$ cat src/hw/rtl/apd_pkg.sv
`default_nettype none
// ----------------------------------------------------------------------------
// apd_pkg: shared types and constants of the AArch64 instruction predecoder
// Holds the instruction class codes, the mask and match constants and the
// packed item and result records passed between the decoder and the top level.
// ----------------------------------------------------------------------------
package apd_pkg;

  typedef enum logic [3:0] {
    CLS_NONE = 4'd0,
    CLS_ADRP = 4'd1,
    CLS_ADD  = 4'd2,
    CLS_LDR  = 4'd3,
    CLS_BL   = 4'd4,
    CLS_B    = 4'd5,
    CLS_BLR  = 4'd6,
    CLS_BR   = 4'd7,
    CLS_RET  = 4'd8,
    CLS_MOV  = 4'd9,
    CLS_MOVZ = 4'd10
  } apd_class_t;

  localparam logic [31:0] ADRP_MASK   = 32'h9F00_0000;
  localparam logic [31:0] ADRP_MATCH  = 32'h9000_0000;
  localparam logic [31:0] ADD_MASK    = 32'h7F80_0000;
  localparam logic [31:0] ADD_MATCH   = 32'h1100_0000;
  localparam logic [31:0] LDR_MASK    = 32'hFFC0_0000;
  localparam logic [31:0] LDR32_MATCH = 32'hB940_0000;
  localparam logic [31:0] LDR64_MATCH = 32'hF940_0000;
  localparam logic [31:0] BR_IMM_MASK = 32'hFC00_0000;
  localparam logic [31:0] BL_MATCH    = 32'h9400_0000;
  localparam logic [31:0] B_MATCH     = 32'h1400_0000;
  localparam logic [31:0] BR_REG_MASK = 32'hFFFF_FC1F;
  localparam logic [31:0] BLR_MATCH   = 32'hD63F_0000;
  localparam logic [31:0] BR_MATCH    = 32'hD61F_0000;
  localparam logic [31:0] RET_MATCH   = 32'hD65F_0000;
  localparam logic [31:0] MOV_MASK    = 32'h7FE0_FFE0;
  localparam logic [31:0] MOV_MATCH   = 32'h2A00_03E0;
  localparam logic [31:0] MOVZ_MASK   = 32'h7F80_0000;
  localparam logic [31:0] MOVZ_MATCH  = 32'h5280_0000;

  localparam logic [3:0] SCALE_WORD  = 4'd4;
  localparam logic [3:0] SCALE_DWORD = 4'd8;

  typedef struct packed {
    apd_class_t         insn_class;
    logic [4:0]         dest_reg;
    logic [4:0]         base_reg;
    logic [4:0]         source_reg;
    logic [23:0]        immediate;
    logic [3:0]         access_scale;
    logic [63:0]        page_target;
    logic signed [27:0] branch_offset;
  } apd_result_t;

  typedef struct packed {
    logic [63:0] pc;
    logic [31:0] instruction_word;
  } apd_item_t;

endpackage : apd_pkg
`default_nettype wire

$ cat src/hw/rtl/apd_in_if.sv
`default_nettype none
// ----------------------------------------------------------------------------
// apd_in_if: input channel of the predecoder
// Valid/ready channel carrying a program counter and one instruction word.
// ----------------------------------------------------------------------------
interface apd_in_if;
  logic        valid;
  logic        ready;
  logic [63:0] pc;
  logic [31:0] instruction_word;

  modport source (output valid, output pc, output instruction_word, input ready);
  modport sink   (input valid, input pc, input instruction_word, output ready);
endinterface : apd_in_if
`default_nettype wire

$ cat src/hw/rtl/apd_out_if.sv
`default_nettype none
// ----------------------------------------------------------------------------
// apd_out_if: result channel of the predecoder
// Valid/ready channel carrying the class and fields of one decoded word.
// ----------------------------------------------------------------------------
interface apd_out_if;
  logic               valid;
  logic               ready;
  logic [3:0]         insn_class;
  logic [4:0]         dest_reg;
  logic [4:0]         base_reg;
  logic [4:0]         source_reg;
  logic [23:0]        immediate;
  logic [3:0]         access_scale;
  logic [63:0]        page_target;
  logic signed [27:0] branch_offset;

  modport source (output valid, output insn_class, output dest_reg, output base_reg,
                  output source_reg, output immediate, output access_scale,
                  output page_target, output branch_offset, input ready);
  modport sink   (input valid, input insn_class, input dest_reg, input base_reg,
                  input source_reg, input immediate, input access_scale,
                  input page_target, input branch_offset, output ready);
endinterface : apd_out_if
`default_nettype wire

$ cat src/hw/rtl/apd_decode.sv
`default_nettype none
// ----------------------------------------------------------------------------
// apd_decode: combinational classifier and field extractor
// Sorts one instruction word by mask and match and pulls out its fields.
// ----------------------------------------------------------------------------
module apd_decode (
  input  wire apd_pkg::apd_item_t   item,
  output apd_pkg::apd_result_t      result
);

  logic [31:0] w;
  logic [20:0] adrp_imm;
  logic [63:0] adrp_off;
  logic [63:0] pc_page;

  assign w        = item.instruction_word;
  assign adrp_imm = {w[23:5], w[30:29]};
  assign adrp_off = {{31{adrp_imm[20]}}, adrp_imm, 12'h000};
  assign pc_page  = {item.pc[63:12], 12'h000};

  always_comb begin
    result = '0;
    result.insn_class = apd_pkg::CLS_NONE;
    if ((w & apd_pkg::ADRP_MASK) == apd_pkg::ADRP_MATCH) begin
      result.insn_class  = apd_pkg::CLS_ADRP;
      result.dest_reg    = w[4:0];
      result.page_target = pc_page + adrp_off;
    end else if ((w & apd_pkg::ADD_MASK) == apd_pkg::ADD_MATCH) begin
      result.insn_class = apd_pkg::CLS_ADD;
      result.dest_reg   = w[4:0];
      result.base_reg   = w[9:5];
      // Bit 22 selects the shifted form of the 12-bit immediate.
      result.immediate  = w[22] ? {w[21:10], 12'h000} : {12'h000, w[21:10]};
    end else if (((w & apd_pkg::LDR_MASK) == apd_pkg::LDR32_MATCH) ||
                 ((w & apd_pkg::LDR_MASK) == apd_pkg::LDR64_MATCH)) begin
      result.insn_class   = apd_pkg::CLS_LDR;
      result.dest_reg     = w[4:0];
      result.base_reg     = w[9:5];
      result.immediate    = {12'h000, w[21:10]};
      result.access_scale = w[30] ? apd_pkg::SCALE_DWORD : apd_pkg::SCALE_WORD;
    end else if ((w & apd_pkg::BR_IMM_MASK) == apd_pkg::BL_MATCH) begin
      result.insn_class    = apd_pkg::CLS_BL;
      result.branch_offset = {w[25:0], 2'b00};
    end else if ((w & apd_pkg::BR_IMM_MASK) == apd_pkg::B_MATCH) begin
      result.insn_class    = apd_pkg::CLS_B;
      result.branch_offset = {w[25:0], 2'b00};
    end else if ((w & apd_pkg::BR_REG_MASK) == apd_pkg::BLR_MATCH) begin
      result.insn_class = apd_pkg::CLS_BLR;
      result.base_reg   = w[9:5];
    end else if ((w & apd_pkg::BR_REG_MASK) == apd_pkg::BR_MATCH) begin
      result.insn_class = apd_pkg::CLS_BR;
      result.base_reg   = w[9:5];
    end else if ((w & apd_pkg::BR_REG_MASK) == apd_pkg::RET_MATCH) begin
      result.insn_class = apd_pkg::CLS_RET;
      result.base_reg   = w[9:5];
    end else if ((w & apd_pkg::MOV_MASK) == apd_pkg::MOV_MATCH) begin
      result.insn_class = apd_pkg::CLS_MOV;
      result.dest_reg   = w[4:0];
      result.source_reg = w[20:16];
    end else if ((w & apd_pkg::MOVZ_MASK) == apd_pkg::MOVZ_MATCH) begin
      result.insn_class = apd_pkg::CLS_MOVZ;
    end
  end

endmodule : apd_decode
`default_nettype wire

$ cat src/hw/rtl/aarch64_instruction_predecoder.sv
`default_nettype none
// An accepted beat passes the input register, the decoder, then the result register.
// Throughput: one beat per cycle while out_ch.ready is high (two-register pipeline).
// Reset: rst_n is synchronous and active low; it empties both pipeline registers.
// There is no other state, so no warm-up or clearing pass follows reset.
// ----------------------------------------------------------------------------
// aarch64_instruction_predecoder: top level of the AArch64 predecoder
// Registers each incoming beat, decodes it in one combinational pass and
// holds the result in an output register until the consumer takes it.
// ----------------------------------------------------------------------------
module aarch64_instruction_predecoder (
  input  wire          clk,
  input  wire          rst_n,
  apd_in_if.sink       in_ch,
  apd_out_if.source    out_ch
);

  // Input register: captures pc and instruction word of an accepted beat.
  logic                  in_valid_r;
  logic                  in_valid_nxt;
  apd_pkg::apd_item_t    in_data_r;

  // Result register: holds the decoded beat until the consumer takes it.
  logic                  res_valid_r;
  logic                  res_valid_nxt;
  apd_pkg::apd_result_t  res_data_r;

  apd_pkg::apd_result_t  dec_result;
  logic                  res_load;
  logic                  in_load;

  // The result register can load when it is empty or its beat leaves now.
  // The input register can load when it is empty or its beat moves on now.
  // Both registers advance together, so a full pipeline keeps one beat per
  // cycle flowing as long as the consumer keeps ready high.
  assign res_load = !res_valid_r || out_ch.ready;
  assign in_load  = !in_valid_r || res_load;

  assign in_ch.ready = in_load;

  assign in_valid_nxt  = in_load ? in_ch.valid : in_valid_r;
  assign res_valid_nxt = res_load ? in_valid_r : res_valid_r;

  apd_decode u_decode (
    .item   (in_data_r),
    .result (dec_result)
  );

  always_ff @(posedge clk) begin
    if (!rst_n) begin
      in_valid_r  <= 1'b0;
      res_valid_r <= 1'b0;
    end else begin
      in_valid_r  <= in_valid_nxt;
      res_valid_r <= res_valid_nxt;
    end
  end

  // Payload registers carry no reset; their valid bits qualify them.
  always_ff @(posedge clk) begin
    if (in_load && in_ch.valid) begin
      in_data_r.pc               <= in_ch.pc;
      in_data_r.instruction_word <= in_ch.instruction_word;
    end
    if (res_load && in_valid_r) begin
      res_data_r <= dec_result;
    end
  end

  assign out_ch.valid         = res_valid_r;
  assign out_ch.insn_class    = res_data_r.insn_class;
  assign out_ch.dest_reg      = res_data_r.dest_reg;
  assign out_ch.base_reg      = res_data_r.base_reg;
  assign out_ch.source_reg    = res_data_r.source_reg;
  assign out_ch.immediate     = res_data_r.immediate;
  assign out_ch.access_scale  = res_data_r.access_scale;
  assign out_ch.page_target   = res_data_r.page_target;
  assign out_ch.branch_offset = res_data_r.branch_offset;

`ifndef SYNTHESIS
  // A full pipeline facing a stalled consumer must refuse new beats.
  a_full_stall: assert property (@(posedge clk) disable iff (!rst_n)
    (in_valid_r && res_valid_r && !out_ch.ready) |-> !in_ch.ready)
    else $error("input accepted while pipeline full and stalled");

  // An accepted beat occupies the input register on the next cycle.
  a_accept_lands: assert property (@(posedge clk) disable iff (!rst_n)
    (in_ch.valid && in_ch.ready) |=> in_valid_r)
    else $error("accepted beat lost from input register");

  // A beat in the input register is never dropped while the result waits.
  a_no_drop: assert property (@(posedge clk) disable iff (!rst_n)
    (in_valid_r && !res_load) |=> in_valid_r)
    else $error("input register emptied while blocked");

  // Only loads carry an access size, and it is four or eight bytes.
  a_scale: assert property (@(posedge clk) disable iff (!rst_n)
    res_valid_r |-> ((res_data_r.insn_class == apd_pkg::CLS_LDR) ?
      (res_data_r.access_scale == apd_pkg::SCALE_WORD ||
       res_data_r.access_scale == apd_pkg::SCALE_DWORD) :
      (res_data_r.access_scale == 4'd0)))
    else $error("access scale inconsistent with class");

  // Only immediate branches carry a branch offset.
  a_boff: assert property (@(posedge clk) disable iff (!rst_n)
    (res_valid_r && res_data_r.insn_class != apd_pkg::CLS_B &&
     res_data_r.insn_class != apd_pkg::CLS_BL) |-> (res_data_r.branch_offset == 28'sd0))
    else $error("branch offset set for non-branch class");
`endif

endmodule : aarch64_instruction_predecoder
`default_nettype wire

$ cat src/flat_wrapper.sv
// flat-port wrapper written by rule: the top's interface ports become plain ports
module aarch64_instruction_predecoder_flat 
  (clk, rst_n, in_ch_valid, in_ch_pc, in_ch_instruction_word, in_ch_ready, out_ch_valid, out_ch_insn_class, out_ch_dest_reg, out_ch_base_reg, out_ch_source_reg, out_ch_immediate, out_ch_access_scale, out_ch_page_target, out_ch_branch_offset, out_ch_ready);
  apd_in_if in_ch_i ();
  apd_out_if out_ch_i ();
  input  wire clk;
  input  wire rst_n;
  input wire logic [$bits(in_ch_i.valid)-1:0] in_ch_valid;
  input wire logic [$bits(in_ch_i.pc)-1:0] in_ch_pc;
  input wire logic [$bits(in_ch_i.instruction_word)-1:0] in_ch_instruction_word;
  output wire logic [$bits(in_ch_i.ready)-1:0] in_ch_ready;
  output wire logic [$bits(out_ch_i.valid)-1:0] out_ch_valid;
  output wire logic [$bits(out_ch_i.insn_class)-1:0] out_ch_insn_class;
  output wire logic [$bits(out_ch_i.dest_reg)-1:0] out_ch_dest_reg;
  output wire logic [$bits(out_ch_i.base_reg)-1:0] out_ch_base_reg;
  output wire logic [$bits(out_ch_i.source_reg)-1:0] out_ch_source_reg;
  output wire logic [$bits(out_ch_i.immediate)-1:0] out_ch_immediate;
  output wire logic [$bits(out_ch_i.access_scale)-1:0] out_ch_access_scale;
  output wire logic [$bits(out_ch_i.page_target)-1:0] out_ch_page_target;
  output wire logic [$bits(out_ch_i.branch_offset)-1:0] out_ch_branch_offset;
  input wire logic [$bits(out_ch_i.ready)-1:0] out_ch_ready;
  assign in_ch_i.valid = in_ch_valid;
  assign in_ch_i.pc = in_ch_pc;
  assign in_ch_i.instruction_word = in_ch_instruction_word;
  assign in_ch_ready = in_ch_i.ready;
  assign out_ch_valid = out_ch_i.valid;
  assign out_ch_insn_class = out_ch_i.insn_class;
  assign out_ch_dest_reg = out_ch_i.dest_reg;
  assign out_ch_base_reg = out_ch_i.base_reg;
  assign out_ch_source_reg = out_ch_i.source_reg;
  assign out_ch_immediate = out_ch_i.immediate;
  assign out_ch_access_scale = out_ch_i.access_scale;
  assign out_ch_page_target = out_ch_i.page_target;
  assign out_ch_branch_offset = out_ch_i.branch_offset;
  assign out_ch_i.ready = out_ch_ready;
  aarch64_instruction_predecoder u_core (.clk(clk), .rst_n(rst_n), .in_ch(in_ch_i), .out_ch(out_ch_i));
endmodule
$ cat config.mk
export PLATFORM = sky130hd
export DESIGN_NAME = aarch64_instruction_predecoder_flat
export DESIGN_NICKNAME = d
export VERILOG_FILES = /design/src/hw/rtl/apd_pkg.sv /design/src/hw/rtl/apd_in_if.sv /design/src/hw/rtl/apd_out_if.sv /design/src/hw/rtl/apd_decode.sv /design/src/hw/rtl/aarch64_instruction_predecoder.sv /design/src/flat_wrapper.sv
export SDC_FILE = /design/constraint.sdc
export NUM_CORES = 1
export LEC_CHECK = 0
export ABC_AREA = 1
export BUFFER_PORTS_ARGS = -buffer_cell sky130_fd_sc_hd__buf_2
export CAP_MARGIN = 20
export CELL_PAD_IN_SITES_DETAIL_PLACEMENT = 1
export CELL_PAD_IN_SITES_GLOBAL_PLACEMENT = 2
export CORE_ASPECT_RATIO = 1.2
export CORE_MARGIN = 10
export CORE_UTILIZATION = 29
export DETAILED_ROUTE_END_ITERATION = 12
export PLACE_DENSITY_LB_ADDON = 0.1
export SLEW_MARGIN = 10
export SYNTH_ARGS = -nofsm -noshare
export SYNTH_HDL_FRONTEND = slang
export SYNTH_SLANG_ARGS = --single-unit
$ cat constraint.sdc
create_clock -name clk -period 8 [get_ports clk]
set_input_delay 1.2 -clock clk [delete_from_list [all_inputs] [get_ports clk]]
set_output_delay 1.2 -clock clk [all_outputs]
set_load 0.02 [all_outputs]
==> results.py <==
metrics = {
    "worst_setup_path": {
        "critical_path_class": "register to register",
        "cp_data_arrival_time_ns": 3.61,
        "cp.buffers_inverters": 2,
        "rrSetupSlack_ns": 4.77,
        "r2r_start": "u_core.in_data_r[25]",
        "end_kind": "register",
        "rr_endpoint": "u_core.out_ch.dest_reg[4]",
        "worst-path-max-fanout": 67,
        "slowest_stage": "buf_4",
        "rr_worst_depth": 6,
        "cp-start-kind": "register",
        "critPathMaxStageDelay_ns": 0.69,
        "cp_data_required_time_ns": 8.38,
        "path_cells": "nor4_4, nand3_2, inv_2, buf_4, nor3b_1, nor2_1",
        "critical_path.top_delay_family": "buffers and inverters",
    },
    "floorplanning": {
        "dieArea_mm2": 0.04924,
        "num_rows": 80,
        "core_mm2": 0.04004,
        "io_pins": 241,
        "initial_core_util_pct": 29.50,
        "fp.dieH_um": 241.1,
        "die_w_um": 204.2,
    },
    "synth": {
        "synth.avg_cell_area_um2": 8.348,
        "synthCells": 1415,
        "synth_seq_cells": 209,
        "syn_area_mm2": 0.01181,
        "synth_edf_count": 207,
        "ys_types": 37,
        "ys_seq_area_share_pct": 52.96,
        "synth.top_cell.area_share_pct": 52.62,
        "async_reset_ff_share_pct": 0,
        "yosys-top-cells-count": "427 x nand2_1, 254 x inv_1, 207 x edfxtp_1",
        "yosys_warnings": 0,
        "yosysTopAreaCell": "edfxtp_1",
        "synthTopCellsByArea": "edfxtp_1 53%, nand2_1 14%, inv_1 8.1%",
        "yosysMostFrequentCell": "nand2_1",
        "synthFlopType": "edfxtp_1",
    },
    "cells_and_area": {
        "n_fill_cell": 4839,
        "finalNetCount": 1797,
        "utilization_pct": 35.62,
        "drive_above_1_share_pct": 16.60,
        "largest_reg_flops": 84,
        "syn_to_final_growth_pct": 20.74,
        "top_register": "u_core.in_data_r",
        "antenna_cells": 0,
        "final_area_mm2": 0.01426,
    },
    "routing": {
        "drt_wl_total_um": 41080,
        "drt_iter0_drc": 300,
        "vias": 9693,
        "drc": 0,
        "ant_nets": 0,
        "wire_per_inst_um": 18.71,
        "viasPerCell": 4.414,
        "first_pass_iters": 6,
    },
    "clocking": {
        "cts_setup_buffers": 0,
        "htree_levels": 1,
        "clock_path_buffers": 3,
        "cts_sinks": 209,
        "clock-root-buffer": "clkbuf_16",
        "clk_latency_ns": 0.54,
        "numCtsBuffers": 25,
        "cts_tree": "yes",
        "postCtsHoldBufs": 0,
        "cts.repair.resized": 0,
        "clk_pin_slew_worst_paths_ns": 0.06,
    },
    "timing": {
        "timing.setup.tns_ns": 0,
        "rsz0062_at_grt": "false",
        "setup_ws_ns": 4.774,
        "tightest_slew_ns": 0.8346,
        "fin_crit_sh_pct": 40.33,
        "hold_viol": 0,
        "setup_viol": 0,
        "slew_viol_final": 0,
        "fmax_mhz": 309.9,
        "holdWs_ns": 0.5368,
        "finalClockSkew_ns": 0.01192,
        "relSlewSlack_pct": 44.36,
        "fin_crit_ns": 3.226,
    },
    "pwr": {
        "power.density_mw_per_mm2": 197.2,
        "leakagePower_nw": 6.903,
        "clockPowerShare_pct": 38.5,
        "peakVddDrop_v": 0.0001531,
        "combPwrFrac_pct": 16.3,
        "p_sw_share_pct": 28.31,
        "cell_internal_pwr_mw": 2.017,
        "power_switching_mw": 0.7962,
        "seqPwrFrac_pct": 45.2,
    },
    "grt": {
        "grt_max_degree": 68,
        "grt_pass1_vias": 10470,
        "grt_overflow_total": 0,
        "grt_pass1_wl_um": 61710,
        "antenna_found_initial": 0,
        "grt_util_all_layers_pct": 16.42,
    },
    "hold_path": {
        "hold-path-cell-count": 2,
        "min_path_type": "register to register",
        "hold_start": "u_core.out_ch.valid",
        "hold_path_end": "u_core.out_ch.valid",
    },
    "placed_design": {
        "dp_slack_ns": 4.531,
        "place_area_mm2": 0.01346,
        "portBuffers": 212,
        "routabilityCongestion": 0.8498,
        "hpwl_um": 33800,
    },
    "run": {
        "maxCapViolCount": 0,
    },
    "outcome": {
        "status": "completed",
    },
}
## worst min-delay path: cells and delay by family (launching register included)
family | cells | cell delay [ns]
compound gates | 1 | 0.05
flops | 1 | 0.35
simple gates | 1 | 0.08
## kinds of logic after synthesis
group	Yosys count	share of synthesized area (%)
AND/OR/NAND/NOR	754	26.42
buffers and inverters	288	10.01
flip-flops	209	52.96
AO/OA/AOI/OAI	110	4.936
adder cells (fa/ha/maj)	52	5.571
XOR/XNOR	1	0.07416
other	1	0.03175
## power by group through the flow
stage                     Sequential, mW  Combinational, mW  Clock, mW
final                               1.27              0.460       1.08
after global routing                1.28              0.524       1.16
after CTS                           1.27              0.473       1.12
after detailed placement            1.30              0.470          0
after global placement              1.29              0.466          0
after floorplan                     1.32              0.276          0
## cell type report
| cell class | instances | area [um2] | share of cell area, % |
|---|---|---|---|
| clock inverter | 17 | 141.4 | 0.9913 |
| inverter | 257 | 965.9 | 6.773 |
| multi-input combinational | 933 | 4442 | 31.14 |
| timing repair buffer | 219 | 1154 | 8.088 |
| sequential | 209 | 6256 | 43.86 |
| clock buffer | 28 | 636.9 | 4.465 |
| tap | 533 | 666.9 | 4.676 |
## how the worst max path moves through the flow
stage / from / cells after the start / slack (ns) / to
finish: u_core.in_data_r[25] / 6 / 4.77 / u_core.out_ch.dest_reg[4]
global placement: out_ch_ready / 4 / 4.58 / u_core.out_ch.immediate[11]
detailed placement: out_ch_ready / 4 / 4.53 / u_core.out_ch.immediate[11]
CTS: u_core.in_data_r[25] / 6 / 4.66 / u_core.out_ch.dest_reg[4]
global route: u_core.in_data_r[25] / 6 / 4.52 / u_core.out_ch.dest_reg[2]
floorplan: out_ch_ready / 2 / 0.19 / u_core.out_ch.access_scale[2]
## layout by cell type (no fill, tap or decap), types with 3 or more instances in the layout
cell type,Yosys,routed
inv_1,254,253
nor4_1,11,11
edfxtp_1,207,207
clkinv_2,0,6
inv_2,3,3
o21ai_1,16,16
o21bai_1,4,4
nor2_1,166,166
o21ai_0,9,9
buf_4,19,5
nand2_2,3,3
nand4_1,8,8
clkinv_1,0,6
conb_1,1,16
and2_1,5,5
clkbuf_1,3,3
o21a_1,5,5
nand2_1,427,427
ha_1,51,51
buf_2,6,212
nor2_2,7,7
nand3_2,3,3
clkbuf_16,0,25
a21oi_1,72,71
nor3_1,51,51
nand3_1,66,66
## metal layers
layer / track usage, % / up-vias / routed length, um
li1: - / 5003 / -
met1: 18.15 / 4490 / 16580
met2: 31.94 / 163 / 22240
met3: 2.482 / 37 / 1519
met4: 3.909 / 0 / 744
met5: 0 / - / 0
## per-stage QoR
stage               power (mW)  std cells
floorplan                1.594       1430
global placement         1.760       2149
detailed placement       1.766       2150
CTS                      2.867       2195
global route             2.962       2196
finish                   2.813       2196
(Power assumes the default switching activity.)
